==> src/hdl/bzc_pkg.sv <==
`timescale 1ns / 1ps

package bzc_pkg;

  // fixed field widths
  localparam int ADC_BITS         = 12;
  localparam int NUM_PHASES       = 3;
  localparam int PERIOD_FRAC_BITS = 8;
  localparam int PHASE_W          = 2;
  localparam int STAMP_W          = 32;
  localparam int PERIOD_W         = 24;
  localparam int AMP_W            = 13;
  localparam int BOUND_W          = 16;
  localparam int STREAK_W         = 8;
  localparam int ALPHA_W          = 9;
  localparam int ALPHA_FRAC       = 8;

  // back-emf is 2*x - y - z, three times the phase-to-neutral voltage
  localparam int EMF_W = ADC_BITS + 3;
  localparam int MAG_W = (EMF_W > AMP_W) ? EMF_W : AMP_W;

  // configuration port
  localparam int CFG_IDX_W  = 3;
  localparam int CFG_DATA_W = 16;

  localparam logic [CFG_IDX_W-1:0] CFG_MIN_AMPLITUDE = 3'd0;
  localparam logic [CFG_IDX_W-1:0] CFG_MIN_PERIOD    = 3'd1;
  localparam logic [CFG_IDX_W-1:0] CFG_MAX_PERIOD    = 3'd2;
  localparam logic [CFG_IDX_W-1:0] CFG_LOCK_COUNT    = 3'd3;
  localparam logic [CFG_IDX_W-1:0] CFG_UNLOCK_COUNT  = 3'd4;
  localparam logic [CFG_IDX_W-1:0] CFG_ALPHA         = 3'd5;

  localparam logic [AMP_W-1:0]    RST_MIN_AMPLITUDE = 13'd19;
  localparam logic [BOUND_W-1:0]  RST_MIN_PERIOD    = 16'd100;
  localparam logic [BOUND_W-1:0]  RST_MAX_PERIOD    = 16'd50000;
  localparam logic [STREAK_W-1:0] RST_LOCK_COUNT    = 8'd2;
  localparam logic [STREAK_W-1:0] RST_UNLOCK_COUNT  = 8'd5;
  localparam logic [ALPHA_W-1:0]  RST_ALPHA         = 9'd51;

  localparam logic [ALPHA_W-1:0]  ALPHA_MAX  = 9'd256;
  localparam logic [STREAK_W-1:0] STREAK_MAX = '1;

  typedef struct packed {
    logic [AMP_W-1:0]    min_amplitude;
    logic [BOUND_W-1:0]  min_period_us;
    logic [BOUND_W-1:0]  max_period_us;
    logic [STREAK_W-1:0] lock_count;
    logic [STREAK_W-1:0] unlock_count;
    logic [ALPHA_W-1:0]  alpha_q8;
  } cfg_t;

  typedef struct packed {
    logic                restart;
    logic [PHASE_W-1:0]  open_phase;
    logic [ADC_BITS-1:0] phase_a_raw;
    logic [ADC_BITS-1:0] phase_b_raw;
    logic [ADC_BITS-1:0] phase_c_raw;
    logic [STAMP_W-1:0]  timestamp_us;
  } item_t;

  typedef struct packed {
    logic                zero_cross;
    logic                lock_valid;
    logic [PERIOD_W-1:0] period_q8;
    logic [PHASE_W-1:0]  cross_phase;
    logic [STAMP_W-1:0]  last_cross_time_us;
  } result_t;

endpackage

==> src/hdl/bzc_if.sv <==
`timescale 1ns / 1ps

interface bzc_in_if;
  logic                          valid;
  logic                          ready;
  logic                          restart;
  logic [bzc_pkg::PHASE_W-1:0]   open_phase;
  logic [bzc_pkg::ADC_BITS-1:0]  phase_a_raw;
  logic [bzc_pkg::ADC_BITS-1:0]  phase_b_raw;
  logic [bzc_pkg::ADC_BITS-1:0]  phase_c_raw;
  logic [bzc_pkg::STAMP_W-1:0]   timestamp_us;

  modport source (
    output valid, restart, open_phase, phase_a_raw, phase_b_raw, phase_c_raw,
           timestamp_us,
    input  ready
  );
  modport sink (
    input  valid, restart, open_phase, phase_a_raw, phase_b_raw, phase_c_raw,
           timestamp_us,
    output ready
  );
endinterface

interface bzc_out_if;
  logic                          valid;
  logic                          ready;
  logic                          zero_cross;
  logic                          lock_valid;
  logic [bzc_pkg::PERIOD_W-1:0]  period_q8;
  logic [bzc_pkg::PHASE_W-1:0]   cross_phase;
  logic [bzc_pkg::STAMP_W-1:0]   last_cross_time_us;

  modport source (
    output valid, zero_cross, lock_valid, period_q8, cross_phase, last_cross_time_us,
    input  ready
  );
  modport sink (
    input  valid, zero_cross, lock_valid, period_q8, cross_phase, last_cross_time_us,
    output ready
  );
endinterface

==> src/hdl/bzc_cfg_regs.sv <==
`timescale 1ns / 1ps

module bzc_cfg_regs (
  input  logic                                clk,
  input  logic                                rst_n,
  input  logic                                we,
  input  logic [bzc_pkg::CFG_IDX_W-1:0]       index,
  input  logic [bzc_pkg::CFG_DATA_W-1:0]      wdata,
  output bzc_pkg::cfg_t                       cfg
);

  bzc_pkg::cfg_t cfg_r;
  bzc_pkg::cfg_t cfg_nxt;

  always_comb begin
    cfg_nxt = cfg_r;
    if (we) begin
      case (index)
        bzc_pkg::CFG_MIN_AMPLITUDE: cfg_nxt.min_amplitude = wdata[bzc_pkg::AMP_W-1:0];
        bzc_pkg::CFG_MIN_PERIOD:    cfg_nxt.min_period_us = wdata[bzc_pkg::BOUND_W-1:0];
        bzc_pkg::CFG_MAX_PERIOD:    cfg_nxt.max_period_us = wdata[bzc_pkg::BOUND_W-1:0];
        bzc_pkg::CFG_LOCK_COUNT:    cfg_nxt.lock_count    = wdata[bzc_pkg::STREAK_W-1:0];
        bzc_pkg::CFG_UNLOCK_COUNT:  cfg_nxt.unlock_count  = wdata[bzc_pkg::STREAK_W-1:0];
        bzc_pkg::CFG_ALPHA:         cfg_nxt.alpha_q8      = wdata[bzc_pkg::ALPHA_W-1:0];
        default:                    cfg_nxt = cfg_r;
      endcase
    end
  end

  always_ff @(posedge clk) begin
    if (!rst_n) begin
      cfg_r.min_amplitude <= bzc_pkg::RST_MIN_AMPLITUDE;
      cfg_r.min_period_us <= bzc_pkg::RST_MIN_PERIOD;
      cfg_r.max_period_us <= bzc_pkg::RST_MAX_PERIOD;
      cfg_r.lock_count    <= bzc_pkg::RST_LOCK_COUNT;
      cfg_r.unlock_count  <= bzc_pkg::RST_UNLOCK_COUNT;
      cfg_r.alpha_q8      <= bzc_pkg::RST_ALPHA;
    end else begin
      cfg_r <= cfg_nxt;
    end
  end

  assign cfg = cfg_r;

endmodule

==> src/hdl/bzc_period_filter.sv <==
`timescale 1ns / 1ps

// one-pole filter: old + alpha*(new - old)/256, rounded half up
module bzc_period_filter (
  input  logic [bzc_pkg::PERIOD_W-1:0] old_period,
  input  logic [bzc_pkg::PERIOD_W-1:0] sample,
  input  logic [bzc_pkg::ALPHA_W-1:0]  alpha_q8,
  output logic [bzc_pkg::PERIOD_W-1:0] new_period
);

  localparam int DIFF_W = bzc_pkg::PERIOD_W + 1;
  localparam int PROD_W = DIFF_W + bzc_pkg::ALPHA_W + 1;
  localparam int SUM_W  = PROD_W + 1;

  logic [bzc_pkg::ALPHA_W-1:0] w;
  logic signed [bzc_pkg::ALPHA_W:0] w_s;
  logic signed [DIFF_W-1:0]    diff;
  logic signed [PROD_W-1:0]    prod;
  logic signed [SUM_W-1:0]     base;
  logic signed [SUM_W-1:0]     sum;

  always_comb begin
    w    = (alpha_q8 > bzc_pkg::ALPHA_MAX) ? bzc_pkg::ALPHA_MAX : alpha_q8;
    w_s  = $signed({1'b0, w});
    diff = $signed({1'b0, sample}) - $signed({1'b0, old_period});
    prod = PROD_W'(w_s) * PROD_W'(diff);
    base = $signed(SUM_W'({old_period, {bzc_pkg::ALPHA_FRAC{1'b0}}}));
    sum  = base + SUM_W'(prod) + $signed(SUM_W'(1) <<< (bzc_pkg::ALPHA_FRAC - 1));
    // first valid interval loads the filter directly
    if (old_period == '0) begin
      new_period = sample;
    end else begin
      new_period = sum[bzc_pkg::ALPHA_FRAC +: bzc_pkg::PERIOD_W];
    end
  end

endmodule

==> src/hdl/bzc_track.sv <==
`timescale 1ns / 1ps

module bzc_track (
  input  logic             clk,
  input  logic             rst_n,
  input  logic             go,
  input  bzc_pkg::item_t   item,
  input  bzc_pkg::cfg_t    cfg,
  output bzc_pkg::result_t result
);

  localparam int PH_IDX_W = $clog2(bzc_pkg::NUM_PHASES);
  localparam int INT_HI_LO = bzc_pkg::PERIOD_W - bzc_pkg::PERIOD_FRAC_BITS;

  logic signed [bzc_pkg::EMF_W-1:0] prev_emf_r [bzc_pkg::NUM_PHASES];
  logic [bzc_pkg::NUM_PHASES-1:0]   boot_r,   boot_nxt;
  logic [bzc_pkg::STAMP_W-1:0]      stamp_r,  stamp_nxt;
  logic [bzc_pkg::PERIOD_W-1:0]     filt_r,   filt_nxt;
  logic [bzc_pkg::STREAK_W-1:0]     good_r,   good_nxt;
  logic [bzc_pkg::STREAK_W-1:0]     bad_r,    bad_nxt;
  logic                             locked_r, locked_nxt;
  logic                             sval_r,   sval_nxt;
  logic [bzc_pkg::PERIOD_W-1:0]     sper_r,   sper_nxt;
  logic [bzc_pkg::PHASE_W-1:0]      sph_r,    sph_nxt;
  logic                             emf_we;

  logic [PH_IDX_W-1:0]              ph;
  logic                             ph_ok;
  logic signed [bzc_pkg::EMF_W-1:0] va, vb, vc, emf, prev;
  logic [bzc_pkg::EMF_W-1:0]        mag_new, mag_prev;
  logic                             quiet, crossed;
  logic [bzc_pkg::STAMP_W-1:0]      interval;
  logic                             in_bounds;
  logic [bzc_pkg::PERIOD_W-1:0]     p_sample, filt_new;
  logic                             zc;

  assign ph    = item.open_phase[PH_IDX_W-1:0];
  assign ph_ok = (item.open_phase < bzc_pkg::PHASE_W'(bzc_pkg::NUM_PHASES));

  always_comb begin
    va = $signed(bzc_pkg::EMF_W'(item.phase_a_raw));
    vb = $signed(bzc_pkg::EMF_W'(item.phase_b_raw));
    vc = $signed(bzc_pkg::EMF_W'(item.phase_c_raw));
    case (item.open_phase)
      2'd0:    emf = (va <<< 1) - vb - vc;
      2'd1:    emf = (vb <<< 1) - va - vc;
      default: emf = (vc <<< 1) - va - vb;
    endcase
    prev     = prev_emf_r[ph];
    mag_new  = emf[bzc_pkg::EMF_W-1]  ? $unsigned(-emf)  : $unsigned(emf);
    mag_prev = prev[bzc_pkg::EMF_W-1] ? $unsigned(-prev) : $unsigned(prev);
    quiet    = (bzc_pkg::MAG_W'(mag_new)  < bzc_pkg::MAG_W'(cfg.min_amplitude)) &&
               (bzc_pkg::MAG_W'(mag_prev) < bzc_pkg::MAG_W'(cfg.min_amplitude));
    crossed  = (emf[bzc_pkg::EMF_W-1] != prev[bzc_pkg::EMF_W-1]) && !quiet;

    interval  = item.timestamp_us - stamp_r;
    in_bounds = !((interval < bzc_pkg::STAMP_W'(cfg.min_period_us)) ||
                  (interval > bzc_pkg::STAMP_W'(cfg.max_period_us)));
    // interval in fixed point, clamped to the period width
    if (|interval[bzc_pkg::STAMP_W-1:INT_HI_LO]) begin
      p_sample = '1;
    end else begin
      p_sample = {interval[INT_HI_LO-1:0], {bzc_pkg::PERIOD_FRAC_BITS{1'b0}}};
    end
  end

  bzc_period_filter u_filter (
    .old_period (filt_r),
    .sample     (p_sample),
    .alpha_q8   (cfg.alpha_q8),
    .new_period (filt_new)
  );

  always_comb begin
    boot_nxt   = boot_r;
    stamp_nxt  = stamp_r;
    filt_nxt   = filt_r;
    good_nxt   = good_r;
    bad_nxt    = bad_r;
    locked_nxt = locked_r;
    sval_nxt   = sval_r;
    sper_nxt   = sper_r;
    sph_nxt    = sph_r;
    emf_we     = 1'b0;
    zc         = 1'b0;

    if (item.restart) begin
      boot_nxt   = '1;
      stamp_nxt  = '0;
      filt_nxt   = '0;
      good_nxt   = '0;
      bad_nxt    = '0;
      locked_nxt = 1'b0;
      sval_nxt   = 1'b0;
      sper_nxt   = '0;
      sph_nxt    = '0;
    end else if (ph_ok) begin
      emf_we = 1'b1;
      if (crossed) begin
        stamp_nxt = item.timestamp_us;
        if (boot_r[ph]) begin
          boot_nxt[ph] = 1'b0;
          sval_nxt     = 1'b0;
        end else if (!in_bounds) begin
          bad_nxt  = (bad_r == bzc_pkg::STREAK_MAX) ? bad_r : bad_r + 1'b1;
          good_nxt = '0;
          if (locked_r && (bad_nxt >= cfg.unlock_count)) begin
            locked_nxt = 1'b0;
          end
          sval_nxt = locked_nxt;
        end else begin
          filt_nxt = filt_new;
          good_nxt = (good_r == bzc_pkg::STREAK_MAX) ? good_r : good_r + 1'b1;
          bad_nxt  = '0;
          if (!locked_r && (good_nxt >= cfg.lock_count)) begin
            locked_nxt = 1'b1;
          end
          sper_nxt = filt_nxt;
          sph_nxt  = item.open_phase;
          sval_nxt = locked_nxt;
          zc       = 1'b1;
        end
      end
    end
  end

  always_ff @(posedge clk) begin
    if (!rst_n) begin
      for (int i = 0; i < bzc_pkg::NUM_PHASES; i++) begin
        prev_emf_r[i] <= '0;
      end
      boot_r   <= '1;
      stamp_r  <= '0;
      filt_r   <= '0;
      good_r   <= '0;
      bad_r    <= '0;
      locked_r <= 1'b0;
      sval_r   <= 1'b0;
      sper_r   <= '0;
      sph_r    <= '0;
    end else if (go) begin
      if (item.restart) begin
        for (int i = 0; i < bzc_pkg::NUM_PHASES; i++) begin
          prev_emf_r[i] <= '0;
        end
      end else if (emf_we) begin
        prev_emf_r[ph] <= emf;
      end
      boot_r   <= boot_nxt;
      stamp_r  <= stamp_nxt;
      filt_r   <= filt_nxt;
      good_r   <= good_nxt;
      bad_r    <= bad_nxt;
      locked_r <= locked_nxt;
      sval_r   <= sval_nxt;
      sper_r   <= sper_nxt;
      sph_r    <= sph_nxt;
    end
  end

  always_comb begin
    result.zero_cross         = zc;
    result.lock_valid         = sval_nxt;
    result.period_q8          = sper_nxt;
    result.cross_phase        = sph_nxt;
    result.last_cross_time_us = stamp_nxt;
  end

endmodule

==> src/hdl/bemf_zero_cross_detector.sv <==
`timescale 1ns / 1ps
// an accepted word moves from the input register to the result register when that is empty or being drained
// throughput: one word per cycle while the result channel is not stalled; the whole
//   tracking update is combinational between the input register and the result register
// reset (rst_n low, synchronous): tracking state cleared, bootstrap armed on all
//   three phases, configuration back to defaults, both stages emptied

module bemf_zero_cross_detector (
  input  logic                            clk,
  input  logic                            rst_n,
  bzc_in_if.sink                          in_ch,
  bzc_out_if.source                       out_ch,
  input  logic                            cfg_we,
  input  logic [bzc_pkg::CFG_IDX_W-1:0]   cfg_index,
  input  logic [bzc_pkg::CFG_DATA_W-1:0]  cfg_wdata
);

  bzc_pkg::cfg_t    cfg;
  bzc_pkg::item_t   in_word;
  bzc_pkg::result_t trk_result;

  // input register stage
  logic             s1_valid_r, s1_valid_nxt;
  bzc_pkg::item_t   s1_item_r;
  // result register stage
  logic             out_valid_r, out_valid_nxt;
  bzc_pkg::result_t out_res_r;

  logic             in_take;
  logic             s1_go;

  bzc_cfg_regs u_cfg (
    .clk   (clk),
    .rst_n (rst_n),
    .we    (cfg_we),
    .index (cfg_index),
    .wdata (cfg_wdata),
    .cfg   (cfg)
  );

  // state is only touched when the staged word moves into the result register
  bzc_track u_track (
    .clk    (clk),
    .rst_n  (rst_n),
    .go     (s1_go),
    .item   (s1_item_r),
    .cfg    (cfg),
    .result (trk_result)
  );

  always_comb begin
    in_word.restart      = in_ch.restart;
    in_word.open_phase   = in_ch.open_phase;
    in_word.phase_a_raw  = in_ch.phase_a_raw;
    in_word.phase_b_raw  = in_ch.phase_b_raw;
    in_word.phase_c_raw  = in_ch.phase_c_raw;
    in_word.timestamp_us = in_ch.timestamp_us;
  end

  // staged word advances when the result register is empty or being drained
  assign s1_go       = s1_valid_r && (!out_valid_r || out_ch.ready);
  // the input stage frees up as its word advances, so a word can enter each cycle
  assign in_ch.ready = !s1_valid_r || s1_go;
  assign in_take     = in_ch.valid && in_ch.ready;

  always_comb begin
    s1_valid_nxt = in_take ? 1'b1 : (s1_go ? 1'b0 : s1_valid_r);
    if (s1_go) begin
      out_valid_nxt = 1'b1;
    end else if (out_ch.ready) begin
      out_valid_nxt = 1'b0;
    end else begin
      out_valid_nxt = out_valid_r;
    end
  end

  always_ff @(posedge clk) begin
    if (!rst_n) begin
      s1_valid_r  <= 1'b0;
      out_valid_r <= 1'b0;
    end else begin
      s1_valid_r  <= s1_valid_nxt;
      out_valid_r <= out_valid_nxt;
    end
  end

  // payload registers, no reset needed
  always_ff @(posedge clk) begin
    if (in_take) begin
      s1_item_r <= in_word;
    end
    if (s1_go) begin
      out_res_r <= trk_result;
    end
  end

  assign out_ch.valid              = out_valid_r;
  assign out_ch.zero_cross         = out_res_r.zero_cross;
  assign out_ch.lock_valid         = out_res_r.lock_valid;
  assign out_ch.period_q8          = out_res_r.period_q8;
  assign out_ch.cross_phase        = out_res_r.cross_phase;
  assign out_ch.last_cross_time_us = out_res_r.last_cross_time_us;

endmodule
==> src/flat_wrapper.sv <==
// flat-port wrapper written by rule: the top's interface ports become plain ports
module bemf_zero_cross_detector_flat 
  (clk, rst_n, cfg_we, cfg_index, cfg_wdata, in_ch_valid, in_ch_restart, in_ch_open_phase, in_ch_phase_a_raw, in_ch_phase_b_raw, in_ch_phase_c_raw, in_ch_timestamp_us, in_ch_ready, out_ch_valid, out_ch_zero_cross, out_ch_lock_valid, out_ch_period_q8, out_ch_cross_phase, out_ch_last_cross_time_us, out_ch_ready);
  bzc_in_if in_ch_i ();
  bzc_out_if out_ch_i ();
  input  logic clk;
  input  logic rst_n;
  input  logic cfg_we;
  input  logic [bzc_pkg::CFG_IDX_W-1:0] cfg_index;
  input  logic [bzc_pkg::CFG_DATA_W-1:0] cfg_wdata;
  input wire logic [$bits(in_ch_i.valid)-1:0] in_ch_valid;
  input wire logic [$bits(in_ch_i.restart)-1:0] in_ch_restart;
  input wire logic [$bits(in_ch_i.open_phase)-1:0] in_ch_open_phase;
  input wire logic [$bits(in_ch_i.phase_a_raw)-1:0] in_ch_phase_a_raw;
  input wire logic [$bits(in_ch_i.phase_b_raw)-1:0] in_ch_phase_b_raw;
  input wire logic [$bits(in_ch_i.phase_c_raw)-1:0] in_ch_phase_c_raw;
  input wire logic [$bits(in_ch_i.timestamp_us)-1:0] in_ch_timestamp_us;
  output wire logic [$bits(in_ch_i.ready)-1:0] in_ch_ready;
  output wire logic [$bits(out_ch_i.valid)-1:0] out_ch_valid;
  output wire logic [$bits(out_ch_i.zero_cross)-1:0] out_ch_zero_cross;
  output wire logic [$bits(out_ch_i.lock_valid)-1:0] out_ch_lock_valid;
  output wire logic [$bits(out_ch_i.period_q8)-1:0] out_ch_period_q8;
  output wire logic [$bits(out_ch_i.cross_phase)-1:0] out_ch_cross_phase;
  output wire logic [$bits(out_ch_i.last_cross_time_us)-1:0] out_ch_last_cross_time_us;
  input wire logic [$bits(out_ch_i.ready)-1:0] out_ch_ready;
  assign in_ch_i.valid = in_ch_valid;
  assign in_ch_i.restart = in_ch_restart;
  assign in_ch_i.open_phase = in_ch_open_phase;
  assign in_ch_i.phase_a_raw = in_ch_phase_a_raw;
  assign in_ch_i.phase_b_raw = in_ch_phase_b_raw;
  assign in_ch_i.phase_c_raw = in_ch_phase_c_raw;
  assign in_ch_i.timestamp_us = in_ch_timestamp_us;
  assign in_ch_ready = in_ch_i.ready;
  assign out_ch_valid = out_ch_i.valid;
  assign out_ch_zero_cross = out_ch_i.zero_cross;
  assign out_ch_lock_valid = out_ch_i.lock_valid;
  assign out_ch_period_q8 = out_ch_i.period_q8;
  assign out_ch_cross_phase = out_ch_i.cross_phase;
  assign out_ch_last_cross_time_us = out_ch_i.last_cross_time_us;
  assign out_ch_i.ready = out_ch_ready;
  bemf_zero_cross_detector u_core (.clk(clk), .rst_n(rst_n), .in_ch(in_ch_i), .out_ch(out_ch_i), .cfg_we(cfg_we), .cfg_index(cfg_index), .cfg_wdata(cfg_wdata));
endmodule
==> config.mk <==
export PLATFORM = sky130hd
export DESIGN_NAME = bemf_zero_cross_detector_flat
export DESIGN_NICKNAME = d
export VERILOG_FILES = /design/src/hdl/bzc_pkg.sv /design/src/hdl/bzc_if.sv /design/src/hdl/bzc_cfg_regs.sv /design/src/hdl/bzc_period_filter.sv /design/src/hdl/bzc_track.sv /design/src/hdl/bemf_zero_cross_detector.sv /design/src/flat_wrapper.sv
export SDC_FILE = /design/constraint.sdc
export NUM_CORES = 2
export LEC_CHECK = 0
export BUFFER_PORTS_ARGS = -buffer_cell sky130_fd_sc_hd__clkbuf_2
export CAP_MARGIN = 20
export CORE_MARGIN = 2
export CORE_UTILIZATION = 40
export DETAILED_ROUTE_END_ITERATION = 12
export HOLD_SLACK_MARGIN = 0.06
export PLACE_DENSITY = 0.64
export SYNTH_ARGS = -nofsm -noshare
export SYNTH_HDL_FRONTEND = slang
export SYNTH_SLANG_ARGS = --single-unit
==> constraint.sdc <==
create_clock -name clk -period 16.6 [get_ports clk]
set_input_delay 1.66 -clock clk [delete_from_list [all_inputs] [get_ports clk]]
set_output_delay 1.66 -clock clk [all_outputs]
set_load 0.02 [all_outputs]
==> results_dict.tcl <==
set metrics [dict create \
    cts-root-buf "clkbuf_16" \
    cts_resized 0 \
    cpMaxStageDelayCell "nor3b_1" \
    antennaDiodeCount 0 \
    routed_via_density 5.49 \
    hold_class "reg2reg" \
    start_kind "flop" \
    finalMaxSlewViolations 0 \
    power.total_w 0.00364 \
    core-area_um2 78600 \
    cts_tree "done" \
    dp_hpwl_um 70900 \
    io_pins 157 \
    switchingPower_w 0.00143 \
    ys_types 98 \
    yosys.area.top_type "edfxtp_1" \
    synth_ff_type "edfxtp_1" \
    drtPass1Iterations 5 \
    dp.cells 4684 \
    setup_tns_ps 0 \
    hold_start "u_core.u_track.sper_r[0]$_SDFFE_PN0P_" \
    arrival_ps 12980 \
    clkPwrFrac_pct 25.9 \
    seq_area_frac_synth_pct 29.4 \
    clk_pin_slew_ps 60 \
    vdd_drop_max_mv 0.0786 \
    die_w_um 285 \
    drcViolationCount 0 \
    grt_use_total_pct 22.5 \
    grt_first_pass_wirelength_um 146000 \
    fin_crit_sh_pct 75.9 \
    hold_violations 0 \
    grt_max_degree 80 \
    cts.path.max_buffers 3 \
    timing.rr.start "u_core.s1_item_r[0]$_DFFE_PP_" \
    cts.sinks 368 \
    grt_antenna_before_repair 5 \
    yosysTopAreaCellShare_pct 18.2 \
    fin_util_pct 44.4 \
    worstSetupPathType "reg2reg" \
    yosysWarnings 0 \
    synth-edff-count 191 \
    seqPwrFrac_pct 28.3 \
    post-cts-setup-buffers 0 \
    final_layout_size_suffix_gt1_share_pct 9.35 \
    syn_avg_cell_area_um2 8.83 \
    stdcell_count 4761 \
    hold_buffers 0 \
    synthCells 3578 \
    gp_congestion 0.953 \
    critical_path_required_ps 16990 \
    numPortBuffers 156 \
    r2r_slack_ps 4010 \
    grt_pass1_vias 25600 \
    routed_wl_um 91800 \
    power_frac_comb_pct 45.8 \
    hold_ws_ps 442 \
    fin_nets 4232 \
    wire_per_inst_um 19.3 \
    start_util_pct 40.2 \
    worst_pin_slew_ps 1060 \
    async_flop_share_pct 0 \
    cts_buffers 41 \
    cellPowerDensity_nw_per_um2 104 \
    leakagePower_nw 15.0 \
    num_rows 103 \
    ant_nets 0 \
    min_period_ps 12590 \
    status "finished, final reports clean" \
    slew_headroom_pct 29.1 \
    cp-startpoint "u_core.s1_item_r[0]$_DFFE_PP_" \
    synth_area_um2 31600 \
    ctsHtreeMaxLevel 2 \
    num_vias 26100 \
    die_y_um 285 \
    die_area_um2 81300 \
    drv_cap 0 \
    areaGrowthSynthToFinish_pct 10.5 \
    p_int_w 0.00221 \
    synth.area.top_cells "edfxtp_1, fa_1, dfxtp_1, ha_1, inv_1" \
    skew_ps 23.2 \
    crit_path_max_fanout 14 \
    insertion_delay_ps 580 \
    nFillCells 7750 \
    setup_viol 0 \
    max_stage_delay_ps 890 \
    rsz0062_at_grt "no" \
    grt-ovfl-total 0 \
    clock.fmax_mhz 79.4 \
    switching_share_pct 39.3 \
    worst_setup_path_end_kind "flop" \
    dr.first_iter.drc_count 1799 \
    ys_ff_latch 368 \
]
worst paths after layout:
path,endpoint,cells past startpoint
max,u_core.out_ch.period_q8[20]$_DFFE_PP_,46
min,u_core.u_track.sper_r[0]$_SDFFE_PN0P_,2
max reg2reg,u_core.out_ch.period_q8[20]$_DFFE_PP_,46
min reg2reg,u_core.u_track.sper_r[0]$_SDFFE_PN0P_,2
power groups by stage:
stage / registers [W] / logic (W) / clock network (W)
floorplan: 0.00105 / 0.00123 / 0
global placement: 0.00105 / 0.00164 / 0
detailed placement: 0.00105 / 0.00164 / 0
CTS: 0.00103 / 0.00166 / 0.000962
global route: 0.00104 / 0.00188 / 0.000995
finish: 0.00103 / 0.00167 / 0.000943
cells by family after synthesis:
kind of cell | Yosys count | synth area share, %
multiplexers | 35 | 1.73
buffers and inverters | 616 | 7.54
other | 1 | 0.0119
flip-flops | 368 | 29.4
AND/OR/NAND/NOR | 1121 | 17.1
XOR/XNOR | 133 | 3.69
adder cells (fa/ha/maj) | 459 | 23.0
AO/OA/AOI/OAI | 845 | 17.6
worst max-delay path, delay by kind of cell, from the launching register on:
| family | cells | cell delay (ps) |
|---|---|---|
| AO/OA/AOI/OAI | 19 | 4430 |
| XOR/XNOR | 2 | 300 |
| adder cells (fa/ha/maj) | 10 | 4030 |
| buffers and inverters | 8 | 1030 |
| flip-flops | 1 | 420 |
| multiplexers | 1 | 130 |
| AND/OR/NAND/NOR | 6 | 2050 |
synthesized netlist by cell type, types with 76 or more instances:
library cell  instances
inv_1               454
nor2_1              208
ha_1                256
fa_1                203
dfxtp_1             177
edfxtp_1            191
a21oi_1             247
clkbuf_1            113
nand3_1             102
nand2_1             438
o21ai_0             156
a21o_1               76
xnor2_1              95
final cells by class:
type | count | area (um^2) | share of cell area (%)
Clock buffer | 62 | 1260 | 3.61
Clock inverter | 14 | 135 | 0.387
Inverter | 457 | 1720 | 4.92
Multi-Input combinational cell | 2608 | 20100 | 57.5
Sequential cell | 368 | 9280 | 26.6
Tap cell | 1050 | 1310 | 3.76
Timing Repair Buffer | 202 | 1150 | 3.28
registers in the layout (all words and copies together) (netlist names), named ones only:
register                          cells
u_core.u_track.sper_r                24
u_core.out_ch.valid                   1
u_core.u_track.bad_r                  8
u_core.u_cfg.cfg                     70
u_core.s1_item_r                     71
u_core.out_ch.lock_valid              1
u_core.out_ch.period_q8              24
u_core.u_track.prev_emf_r            60
u_core.u_track.sval_r                 1
u_core.u_track.locked_r               1
u_core.u_track.boot_r                 3
u_core.u_track.sph_r                  2
u_core.out_ch.last_cross_time_us     32
u_core.u_track.stamp_r               32
u_core.u_track.filt_r                24
u_core.u_track.good_r                 8
u_core.out_ch.zero_cross              1
u_core.s1_valid_r                     1
u_core.out_ch.cross_phase             2
cell usage in the layout, fill, tap and decap left out, types with 41 or more instances in the layout:
master and count:
nor2_1 204, and2_1 49, dfxtp_1 177, nor2b_1 46, clkbuf_2 156, edfxtp_1 191, o211ai_1 70, fa_1 203
nor3_1 41, a21o_1 76, inv_1 453, a21oi_1 247, nand4_1 59, clkbuf_16 44, buf_4 45, xnor2_1 95
nand3_1 102, ha_1 256, nand2_1 437, o21ai_0 156
metrics by stage:
stage / cell area (um^2) / setup WS, ps
floorplan: 31600 / 5770
global placement: 33500 / 4510
finish: 34900 / 4010
global route: 34900 / 3010
CTS: 34900 / 4140
detailed placement: 33500 / 4220
per-layer routing:
layer	track usage, %	share of wire [%]	vias to the layer above
met5	0	0.057	-
met4	7.15	3.0	8
met3	3.74	6.7	148
met2	37.2	47	845
met1	30.2	44	12500
li1	-	-	12600
Note: power is estimated with default switching activity, not from simulation.
